**src/scl_row_ram.sv**
```systemverilog
module scl_row_ram #(
  parameter int unsigned ROW_W  = 8,
  parameter int unsigned ADDR_W = 8
) (
  input  logic              clk,
  input  logic              rd_en,
  input  logic [ADDR_W-1:0] rd_addr,
  output logic [ROW_W-1:0]  rd_data,
  input  logic              wr_en,
  input  logic [ADDR_W-1:0] wr_addr,
  input  logic [ROW_W-1:0]  wr_data
);

  logic [ROW_W-1:0] mem [0:(1 << ADDR_W)-1];
  logic [ROW_W-1:0] rd_data_r;

  always_ff @(posedge clk) begin
    if (wr_en) begin
      mem[wr_addr] <= wr_data;
    end
  end

  always_ff @(posedge clk) begin
    if (rd_en) begin
      rd_data_r <= mem[rd_addr];
    end
  end

  assign rd_data = rd_data_r;

endmodule

```
**config.mk**
```make
export PLATFORM = sky130hd
export DESIGN_NAME = scl_row_ram
export DESIGN_NICKNAME = d
export VERILOG_FILES = /design/src/scl_row_ram.sv
export SDC_FILE = /design/constraint.sdc
export NUM_CORES = 2
export LEC_CHECK = 0
export BUFFER_PORTS_ARGS = -buffer_cell sky130_fd_sc_hd__buf_4
export CAP_MARGIN = 5
export CORE_ASPECT_RATIO = 1.2
export CORE_MARGIN = 1
export CORE_UTILIZATION = 60
export DETAILED_ROUTE_END_ITERATION = 7
export PLACE_DENSITY_LB_ADDON = 0.2
export SKIP_CTS_REPAIR_TIMING = 1
export SYNTH_ARGS = -nofsm -noshare
export SYNTH_HDL_FRONTEND = slang
export SYNTH_SLANG_ARGS = --single-unit
```
**constraint.sdc**
```tcl
create_clock -name clk -period 3.3 [get_ports clk]
set_clock_uncertainty 0.2 [all_clocks]
set_input_delay 0.825 -clock clk [delete_from_list [all_inputs] [get_ports clk]]
set_output_delay 0.825 -clock clk [all_outputs]
set_load 0.01 [all_outputs]
```
After elaboration in Yosys (flattened, before gate mapping)
Memories as Yosys holds them, arrays and structs flattened. A register that Yosys moved wholly into a read port is not among the register bits.
Cells that the tools add are included.
- logic and storage cells: 3
- memories: 1
- output and inout bits: 8
- register bits after elaboration: 0
- bits of input ports: 27
- memory bits (writable): 2048
- mux-type cells: 2
- memory list (name ; words ; width ; rd ports ; clocked after Yosys merged registers in ; wr ports ; RTL line ; text):
    mem ; 256 ; 8 ; 1 ; 1 ; 1 ; 14 ; logic [ROW_W-1:0] mem [0:(1 << ADDR_W)-1];
- operator list (operator ; count):
    1-bit 2-to-1 mux ; 2

Depth between registers and ports, before layout
- depth after elaboration: 2
- depth in mapped cells: 11
- gate-level depth less buffers: 6

Worst setup path after synthesis
No wires, ideal clock.
- path kind: input to register
- start point: in rd_addr[0]
- end point: reg rd_data_r[2] (netlist: rd_data[2]), read port of mem (data pin)
- cell stages on the path: 9
- setup slack: 0.199 ns
- path buffers: 4
- arrival time: 2.632 ns
- cells stage by stage: buf_6 -> buf_12 -> buf_8 -> buf_2 -> mux4_2 -> a22oi_1 -> a21oi_1 -> nor4_1 -> nor4_2
- RTL lines (what ; RTL line ; text):
    start, declared ; 7 ; input logic [ADDR_W-1:0] rd_addr,
    end, declared ; 15 ; logic [ROW_W-1:0] rd_data_r;

==> out/metrics.csv <==
stage,metric,value,unit
critical_path,rrSetupSlack,0.22,ns
yosys,yosysTopAreaCell,edfxtp_1,
sta,period_minus_slack,3.209,ns
yosys,synth_seq_cells,2056,
critical_path,ff2ff_path_depth,8,
clock_tree,cts_num_sinks,2056,
critical_path,max_stage_delay,0.70,ns
clock_tree,clkLatencyLatePin,0.83,ns
yosys,async_flop_share,0,
layout,fin_util,0.7053,
sta,fin_hold_ws,0.1859,ns
sta,fin_crit_sh,0.9725,
global_routing,grt_use_total,0.2990,
placement,dp_hpwl,128200,um
yosys,synthMuxAreaShare,0.1460,
critical_path,cpMaxStageDelayCell,nor3_1,
sta,fmax,311.6,MHz
global_routing,grt_max_degree,114,
yosys,synth.top_cells.by_area,"edfxtp_1 (78%), mux4_2 (13%), mux2i_1 (1.7%)",
yosys,synth_cell_type_count,54,
yosys,synth_cells,3733,
detailed_routing,dr.pass1.iters,6,
yosys,yosysSeqAreaShare,0.7753,
detailed_routing,drc,0,
yosys,syn-num-nets,3760,
global_routing,gr-total-overflow,0,
sta,tightestPinTransition,0.9222,ns
layout,layout.nets,4443,
layout,final_cell_area,0.09302,mm^2
yosys,yosys.area.top_type_share,0.7753,
detailed_routing,vias_per_cell,6.483,
status,outcome,"complete, no violations",
sta,timing.final.ws_setup,0.09082,ns
layout,area_growth,16.81,%
clock_tree,clk_pin_slew_worst_paths,0.06,ns
placement,port_buffers,34,
layout,final_cells,6351,
detailed_routing,postRouteAntennaNets,0,
critical_path,startpoint_type,primary input,
pwr,pwr_density_cell,574.6,mW/mm^2
floorplan,initial_core_util,0.6038,
sta,relSlewSlack,0.3805,
floorplan,design.die.area,0.1342,mm^2
critical_path,crit_path_max_fanout,16,
floorplan,io_pins,35,
sta,final_max_slew_viol_count,0,
clock_tree,cts_htree_levels,4,
detailed_routing,vias,41180,
placement,dp_cells,6000,
clock_tree,cts_root_buf,clkbuf_16,
detailed_routing,drt-total-wl,196300,um
pwr,totalPowerFinal,53.45,mW
min_path,whs_path_depth,1,
sta,rsz0062_at_grt,false,
detailed_routing,wl_per_cell,30.91,um
clock_tree,cts_tree,built,
pwr,p_leak,30.25,nW
critical_path,crit_chain,buf_8 -> buf_12 -> buf_12 -> buf_12 -> buf_4 -> mux2i_1 -> o221ai_1 -> a21oi_1 -> o32ai_1 -> buf_4 -> nor3_1 -> nor4_1,
critical_path,cpMostUsedCell,buf_12,
floorplan,die_y,401.1,um
critical_path,critPathKind,primary input to flop,
yosys,syn_area_per_cell,21.33,um^2
critical_path,end_kind,flop,
yosys,synth_top_family_by_area,multiplexers,
yosys,synthXorXnorAreaFrac,0,
global_routing,grt_pass1_vias,42020,
layout,drive_gt1_frac,0.3208,
global_routing,antenna_found_initial,9,
global_routing,grt_pass1_wl,285000,um
placement,placed_area,0.08686,mm^2
yosys,synth_edf_count,2056,
critical_path,cp.required,3.63,ns
detailed_routing,first_iter_violations,5008,
placement,place_ws,-1.021,ns
yosys,yosysWarningCount,0,
yosys,synth.cell_area,0.07964,mm^2
sta,hold_viol_final,0,
yosys,synthSimpleGateAreaFrac,0.02625,
floorplan,core,0.1319,mm^2
sta,setup_viol,0,
clock_tree,cts_buffers,190,
min_path,hp-class,primary input to flop,
critical_path,worst_ep_arrival_time,3.54,ns
yosys,ys.flop_type,edfxtp_1,
yosys,synth_compound_area_frac,0.03416,
pwr,peakVddDrop,0.0005353,V
clock_tree,clk_path_buf_depth,3,
floorplan,rows,146,
job,cap_violations,0,
yosys,synthAdderAreaFrac,0,
floorplan,die_w,334.6,um
sta,timing.setup.tns,0,ns
placement,gp_congestion,0.8960,
[cells by family after synthesis]
family / count (synthesis)
buf+inv: 235
flops: 2056
compound gates: 385
simple gates: 466
mux: 591
[Yosys cell counts (all sizes together), types with 2 or more instances]
library cell,count
a21oi,96
a311oi,2
and3b,2
nor3,22
o22ai,28
a22o,8
o221ai,47
a211oi,16
nand2b,8
nand4,10
clkbuf,111
mux4,456
edfxtp,2056
a22oi,133
o32ai,5
nor4,27
nand2,33
a31oi,2
mux2i,134
nand3b,2
o211ai,10
or2,4
buf,122
nor2,282
nor2b,31
o22a,5
a2111oi,5
nand3,34
and2,6
o21ai,12
a221oi,14
[cell usage in the layout, fill, tap and decap left out, types with 33 or more instances in the layout]
master	n
edfxtp_1	2056
buf_4	643
mux4_2	454
nor2_1	279
clkbuf_16	194
mux2i_1	134
a22oi_1	133
a21oi_1	96
buf_12	71
clkinv_1	47
o221ai_1	46
clkbuf_1	39
nand3_1	34
nand2_1	33
[area by class of cell]
type	count	area, um^2
flip-flops and latches	2056	61740
fillers	7893	38870
multi-input cells	1442	16520
repair buffers	724	6395
clock buffers	233	5001
well taps	1776	2222
clock inverters	116	1134
inverters	2	7.507
diodes	2	5.005
[final timing paths]
path,startpoint,end
worst max-delay path,rd_addr[0],rd_data[5]
worst min-delay path,wr_data[2],mem[84][2]
worst max register to register,mem[83][5],rd_data[5]
worst min register to register,mem[50][4],rd_data[4]
[state kept, by name (all words and copies together), names as in the netlist]
name	cells
mem	2048
rd_data	8
[power by group]
group          internal, mW  total (mW)  switching (mW)
Clock                  12.3        21.6            9.38
Combinational          1.21        2.99            1.77
Sequential             28.8        28.8          0.0312
Total                  42.3        53.5            11.2
[worst max-delay path, delay by kind of cell]
family          cells  cell delay [ns]
mux                 1             0.22
compound gates      3             0.52
simple gates        2             0.85
buf+inv             6             1.08
[per-layer routing]
layer | global-route usage | routed length [um] | vias up | share of wire
met4 | 0.1265 | 8849 | 14 | 0.045
met5 | 0 | 86 | - | 0.00044
met1 | 0.3994 | 72000 | 21480 | 0.37
met2 | 0.4881 | 97830 | 2163 | 0.50
met3 | 0.05723 | 17540 | 459 | 0.089
li1 | - | - | 17060 | -
(Power assumes the default switching activity.)
