[src/scl_pkg.sv]
package scl_pkg;

  localparam int unsigned TIME_W = 32;
  localparam int unsigned CFG_W  = 8;

  typedef enum logic [0:0] {
    CFG_OFFSET_BITS = 1'b0,
    CFG_HIT_LATENCY = 1'b1
  } cfg_idx_t;

  typedef enum logic [1:0] {
    ST_CLEAR,
    ST_IDLE,
    ST_LOOKUP
  } scl_state_t;

  typedef struct packed {
    logic [31:0] address;
    logic [31:0] access_time;
    logic [15:0] lower_latency;
  } scl_in_t;

  typedef struct packed {
    logic        hit;
    logic [16:0] total_latency;
    logic [7:0]  set_index;
    logic [23:0] line_tag;
    logic [1:0]  filled_way;
    logic [31:0] hit_count;
    logic [31:0] miss_count;
  } scl_out_t;

endpackage

[src/scl_way_select.sv]
module scl_way_select #(
  parameter int unsigned WAYS  = 4,
  parameter int unsigned TAG_W = 24,
  parameter int unsigned WAY_W = 2
) (
  input  logic [WAYS-1:0]                    row_vld,
  input  logic [WAYS-1:0][TAG_W-1:0]         row_tag,
  input  logic [WAYS-1:0][scl_pkg::TIME_W-1:0] row_time,
  input  logic [TAG_W-1:0]                   tag,
  output logic                               sel_hit,
  output logic [WAY_W-1:0]                   sel_way
);

  import scl_pkg::*;

  localparam int unsigned LVL    = $clog2(WAYS);
  localparam int unsigned LEAVES = 1 << LVL;

  logic [WAY_W-1:0]  hit_way;
  logic              any_free;
  logic [WAY_W-1:0]  free_way;
  logic [TIME_W-1:0] node_time [1:2*LEAVES-1];
  logic [WAY_W-1:0]  node_idx  [1:2*LEAVES-1];

  // first matching way and first free way
  always_comb begin
    sel_hit  = 1'b0;
    hit_way  = '0;
    any_free = 1'b0;
    free_way = '0;
    for (int w = WAYS - 1; w >= 0; w--) begin
      if (row_vld[w] && (row_tag[w] == tag)) begin
        sel_hit = 1'b1;
        hit_way = WAY_W'(w);
      end
      if (!row_vld[w]) begin
        any_free = 1'b1;
        free_way = WAY_W'(w);
      end
    end
  end

  // oldest way; left wins ties, pad leaves never win
  for (genvar i = 0; i < LEAVES; i++) begin : g_leaf
    if (i < WAYS) begin : g_real
      assign node_time[LEAVES+i] = row_time[i];
    end else begin : g_pad
      assign node_time[LEAVES+i] = '1;
    end
    assign node_idx[LEAVES+i] = WAY_W'(i);
  end

  for (genvar n = 1; n < LEAVES; n++) begin : g_node
    always_comb begin
      if (node_time[2*n+1] < node_time[2*n]) begin
        node_time[n] = node_time[2*n+1];
        node_idx[n]  = node_idx[2*n+1];
      end else begin
        node_time[n] = node_time[2*n];
        node_idx[n]  = node_idx[2*n];
      end
    end
  end

  always_comb begin
    if (sel_hit) begin
      sel_way = hit_way;
    end else if (any_free) begin
      sel_way = free_way;
    end else begin
      sel_way = node_idx[1];
    end
  end

endmodule

[config.mk]
export PLATFORM = sky130hd
export DESIGN_NAME = scl_way_select
export DESIGN_NICKNAME = d
export VERILOG_FILES = /design/src/scl_pkg.sv /design/src/scl_way_select.sv
export SDC_FILE = /design/constraint.sdc
export NUM_CORES = 1
export LEC_CHECK = 0
export BUFFER_PORTS_ARGS = -buffer_cell sky130_fd_sc_hd__buf_4
export CAP_MARGIN = 40
export CELL_PAD_IN_SITES_DETAIL_PLACEMENT = 1
export CELL_PAD_IN_SITES_GLOBAL_PLACEMENT = 1
export CORE_UTILIZATION = 30
export DETAILED_ROUTE_END_ITERATION = 6
export GPL_TIMING_DRIVEN = 0
export PLACE_DENSITY = 0.93
export SYNTH_ARGS = -nofsm -noshare
export SYNTH_HDL_FRONTEND = slang
export SYNTH_SLANG_ARGS = --single-unit
[constraint.sdc]
create_clock -name vclk -period 4.88
set_clock_uncertainty 0.1 [all_clocks]
set_input_delay 0.488 -clock vclk [all_inputs]
set_output_delay 0.488 -clock vclk [all_outputs]
set_load 0.02 [all_outputs]
-- Word-level counts from Yosys, hierarchy flattened
Cells that the tools add are included.
- reductions and logical operators: 4
- eq/ne operators: 4
- $lt $le $gt $ge: 3
- mux-type cells: 23
- operator list (kind ; count):
    $eq A24 B24 Y1 ; 4
    $lt A32 B32 Y1 ; 3
    $mux W32 ; 2
    $mux W2 ; 11
    $mux W1 ; 10
    $logic_and A1 B1 Y1 ; 4
- bits in registers: 0
- input port bits: 252

-- Depth between registers and ports, before layout
- depth after elaboration: 7
- depth in mapped cells: 20
- gate-level depth less buffers: 19

-- Worst setup path before layout
Ideal clock, no wire load.
- path kind: input port to output port
- from: in row_time[22] (netlist name)
- to: out sel_way[1]
- data required time: 4292 ps
- stages: 20
- arrival: 4067 ps
- path slack: 225 ps
- buffers on the path: 1
- path through: inv_1 -> ha_1 -> nand4_1 -> nor4_2 -> nand4_1 -> o21ai_1 -> nor2_1 -> o21ai_2 -> buf_4 -> mux2i_1 -> ha_1 -> a21oi_1 -> o21ai_1 -> a211o_1 -> a31oi_1 -> o21bai_1 -> a31oi_1 -> a31oi_2 -> a31o_1 -> a31oi_1
- cells in the longest elaborated chain, start to end: 6
- RTL lines (item ; RTL line ; source):
    from (decl) ; scl_way_select.sv:8 ; input logic [WAYS-1:0][scl_pkg::TIME_W-1:0] row_time,
    $lt A32 B32 Y1 ; scl_way_select.sv:55 ; if (node_time[2*n+1] < node_time[2*n]) begin
    $mux W32 (*) ; scl_way_select.sv:55 ;
    $lt A32 B32 Y1 (*) ; scl_way_select.sv:55 ;
    $mux W2 (*) ; scl_way_select.sv:55 ;
    $mux W2 (*) ; scl_way_select.sv:68 ; end else if (any_free) begin
    $mux W2 (*) ; scl_way_select.sv:66 ; if (sel_hit) begin
    to (decl) ; scl_way_select.sv:11 ; output logic [WAY_W-1:0] sel_way
Mark *: on every way between the ends. The rest lies on a longest branch, timed or not.

-- Final worst setup path
- from: in row_time[53] (netlist name)
- to: out sel_way[1]
The elaborated chain is that of the path after synthesis.

==> flow_summary.yaml <==
critical_path:
  crit_arrival_ps: 4630
  cp_max_fo: 5
  startpoint_type: "input pin"
  end_kind: "primary output"
  cp.required_ps: 4290
  critical_path_class: "input pin to primary output"
synthesis:
  synth_cell_types: 45
  synth_top_area_share_pct: 28.5
  synth_area_leaders: "ha_1 29%, xor2_1 13%, mux2i_1 8.1%"
  yosys.area.top_type: "ha_1"
  synthCells: 557
  yosysWarnings: 0
  avgSynthCellArea_sq_um: 7.32
  synth_fp_nets: 902
  syn-cell-area_sq_um: 4080
  synth_seq_area_share_pct: 0
worst_hold_path:
  hold_path_class: "input pin to primary output"
timing:
  worst_pin_slew_ps: 735
  period_share_pct: 107
  max_slew_margin_pct: 50.5
  maxSlewViolCount: 0
  period_needed_ps: 5220
  clock.fmax_mhz: 192
  rsz0062_at_grt: "yes"
  hold-worst-slack_ps: 1350
  report.final.setup_viol: 2
  hold_violations: 0
  setup_slack_ps: -340
global_routing:
  grt_first_pass_wirelength_um: 29600
  grt_max_degree: 11
  grt_overflow_total: 0
  grt_usage_pct: 26.6
  grt_pass1_vias: 5856
  antenna_found_initial: 1
layout:
  seq_cell_count: 0
  regArea_sq_um: 0
  area_growth_pct: 66.7
  n_clock_buffer: 0
  layout.nets: 1180
  final_common_cell: "buf_4"
  layout-drive-gt1-share_pct: 40.1
  fin_cells: 1010
  fillerInstances: 1642
  mostFrequentLayoutCells: "260 x buf_4, 85 x ha_1, 60 x xor2_1, 59 x nand2_1, 58 x inv_1"
place:
  dp_hpwl_um: 16100
  globalplace.congestion: 0.935
  port_buffers: 254
  dp.cells: 987
floorplan:
  die_area_sq_um: 14100
  die_h_um: 119
  core_area_sq_um: 13200
  die_width_um: 119
  ios: 255
  fp-row-count: 42
  initial_core_util_pct: 30.8
drt:
  drc: 0
  wl_per_cell_um: 20.2
  post_drt_via_cell_ratio: 5.30
  drt-initial-drc-count: 202
  ant_nets: 0
  firstDrtPassIters: 4
  vias: 5348
  routed_wl_um: 20400
outcome:
  outcome: "finished with violations"
  violations: "negative setup slack"
pwr:
  power_density_nw_per_um2: 124
  p_total_uw: 844
  peakVddDrop_v: 0.0000536
  total_leakage_power_nw: 3.51
flow_run:
  drv_cap: 0
cts:
  cts_hold_buf: 0
==> area by class of cell <==
class	count	area (sq um)	area share, %
Buffer	10	103	1.51
Antenna cell	1	2.50	0.0368
Timing Repair Buffer	276	2160	31.8
Inverter	66	265	3.90
Tap cell	176	220	3.24
Multi-Input combinational cell	481	4040	59.5
==> routing by layer <==
metal / up-vias / wire, um / GRT usage [%]
met3: 57 / 1100 / 3.91
li1: 2544 / - / -
met5: - / 0 / 0
met4: 0 / 918 / 9.57
met1: 2527 / 6840 / 25.1
met2: 220 / 11600 / 56.3
==> what timing repair did <==
action / in CTS / in global routing
setup buffers: 17 / 5
setup endpoints to repair: 2 / 2
endpoints found under the hold margin: 0 / 0
pin swaps: 27 / 22
resized for setup: 64 / 37
==> stage by stage <==
step	setup WS, ps	cell area, sq um	TNS [ps]	utilization (%)
5_1_grt	-477	6800	-948	51.3
3_5_place_dp	-851	6210	-1650	46.9
4_1_cts	-253	6600	-501	49.9
2_1_floorplan	225	4080	0	-
6_report	-340	6800	-674	51.3
3_3_place_gp	-833	6210	-1610	46.9
==> worst paths after layout <==
kind | from | end | slack [ps] | depth (start not counted)
setup / recovery | row_time[53] | sel_way[1] | -340 | 23
hold / removal | row_vld[3] | sel_way[0] | 1350 | 6
==> synthesized netlist by cell type, drive strengths merged, types with 3 or more instances <==
cell    instances
a211oi         10
xor2           60
a31oi           4
ha             93
xnor2          36
a21oi          24
nand4          26
mux2i          33
o21ai          50
buf             3
clkbuf          7
nand2          59
a21o            9
inv            66
nor3           15
o211ai          3
nor2           13
nor4           13
nand3           8
==> kinds of logic after synthesis <==
logic type	count (synthesis)	synth area share (%)
AND/OR/NAND/NOR	141	16.7
AO/OA/AOI/OAI	117	18.5
XOR/XNOR	96	20.6
adder cells (fa/ha/maj)	93	28.5
buffers and inverters	76	7.27
multiplexers	34	8.37
==> report_power, final <==
| part | switching [mW] | internal (mW) | leakage (nW) |
|---|---|---|---|
| clock | 0 | 0.0000000274 | 0.00000634 |
| combinational | 0.419 | 0.425 | 3.51 |
| sequential | 0 | 0 | 0 |
| total | 0.419 | 0.425 | 3.51 |
==> worst max-delay path: stages <==
cell      delay (ps)
buf_4            130
ha_4             270
nand4_1          120
buf_4            190
nor4_4           320
nand4_1          160
o21ai_2          200
nor2_2            80
o21ai_4          150
buf_6            140
buf_8            130
mux2i_1          230
ha_1             280
a21o_1           190
a21o_1           220
a21oi_2          200
o21ai_2          110
o21bai_1         190
a31oi_2          230
a31oi_4           60
a31o_1           230
a31oi_4          170
buf_6            140
(Power assumes the default switching activity.)
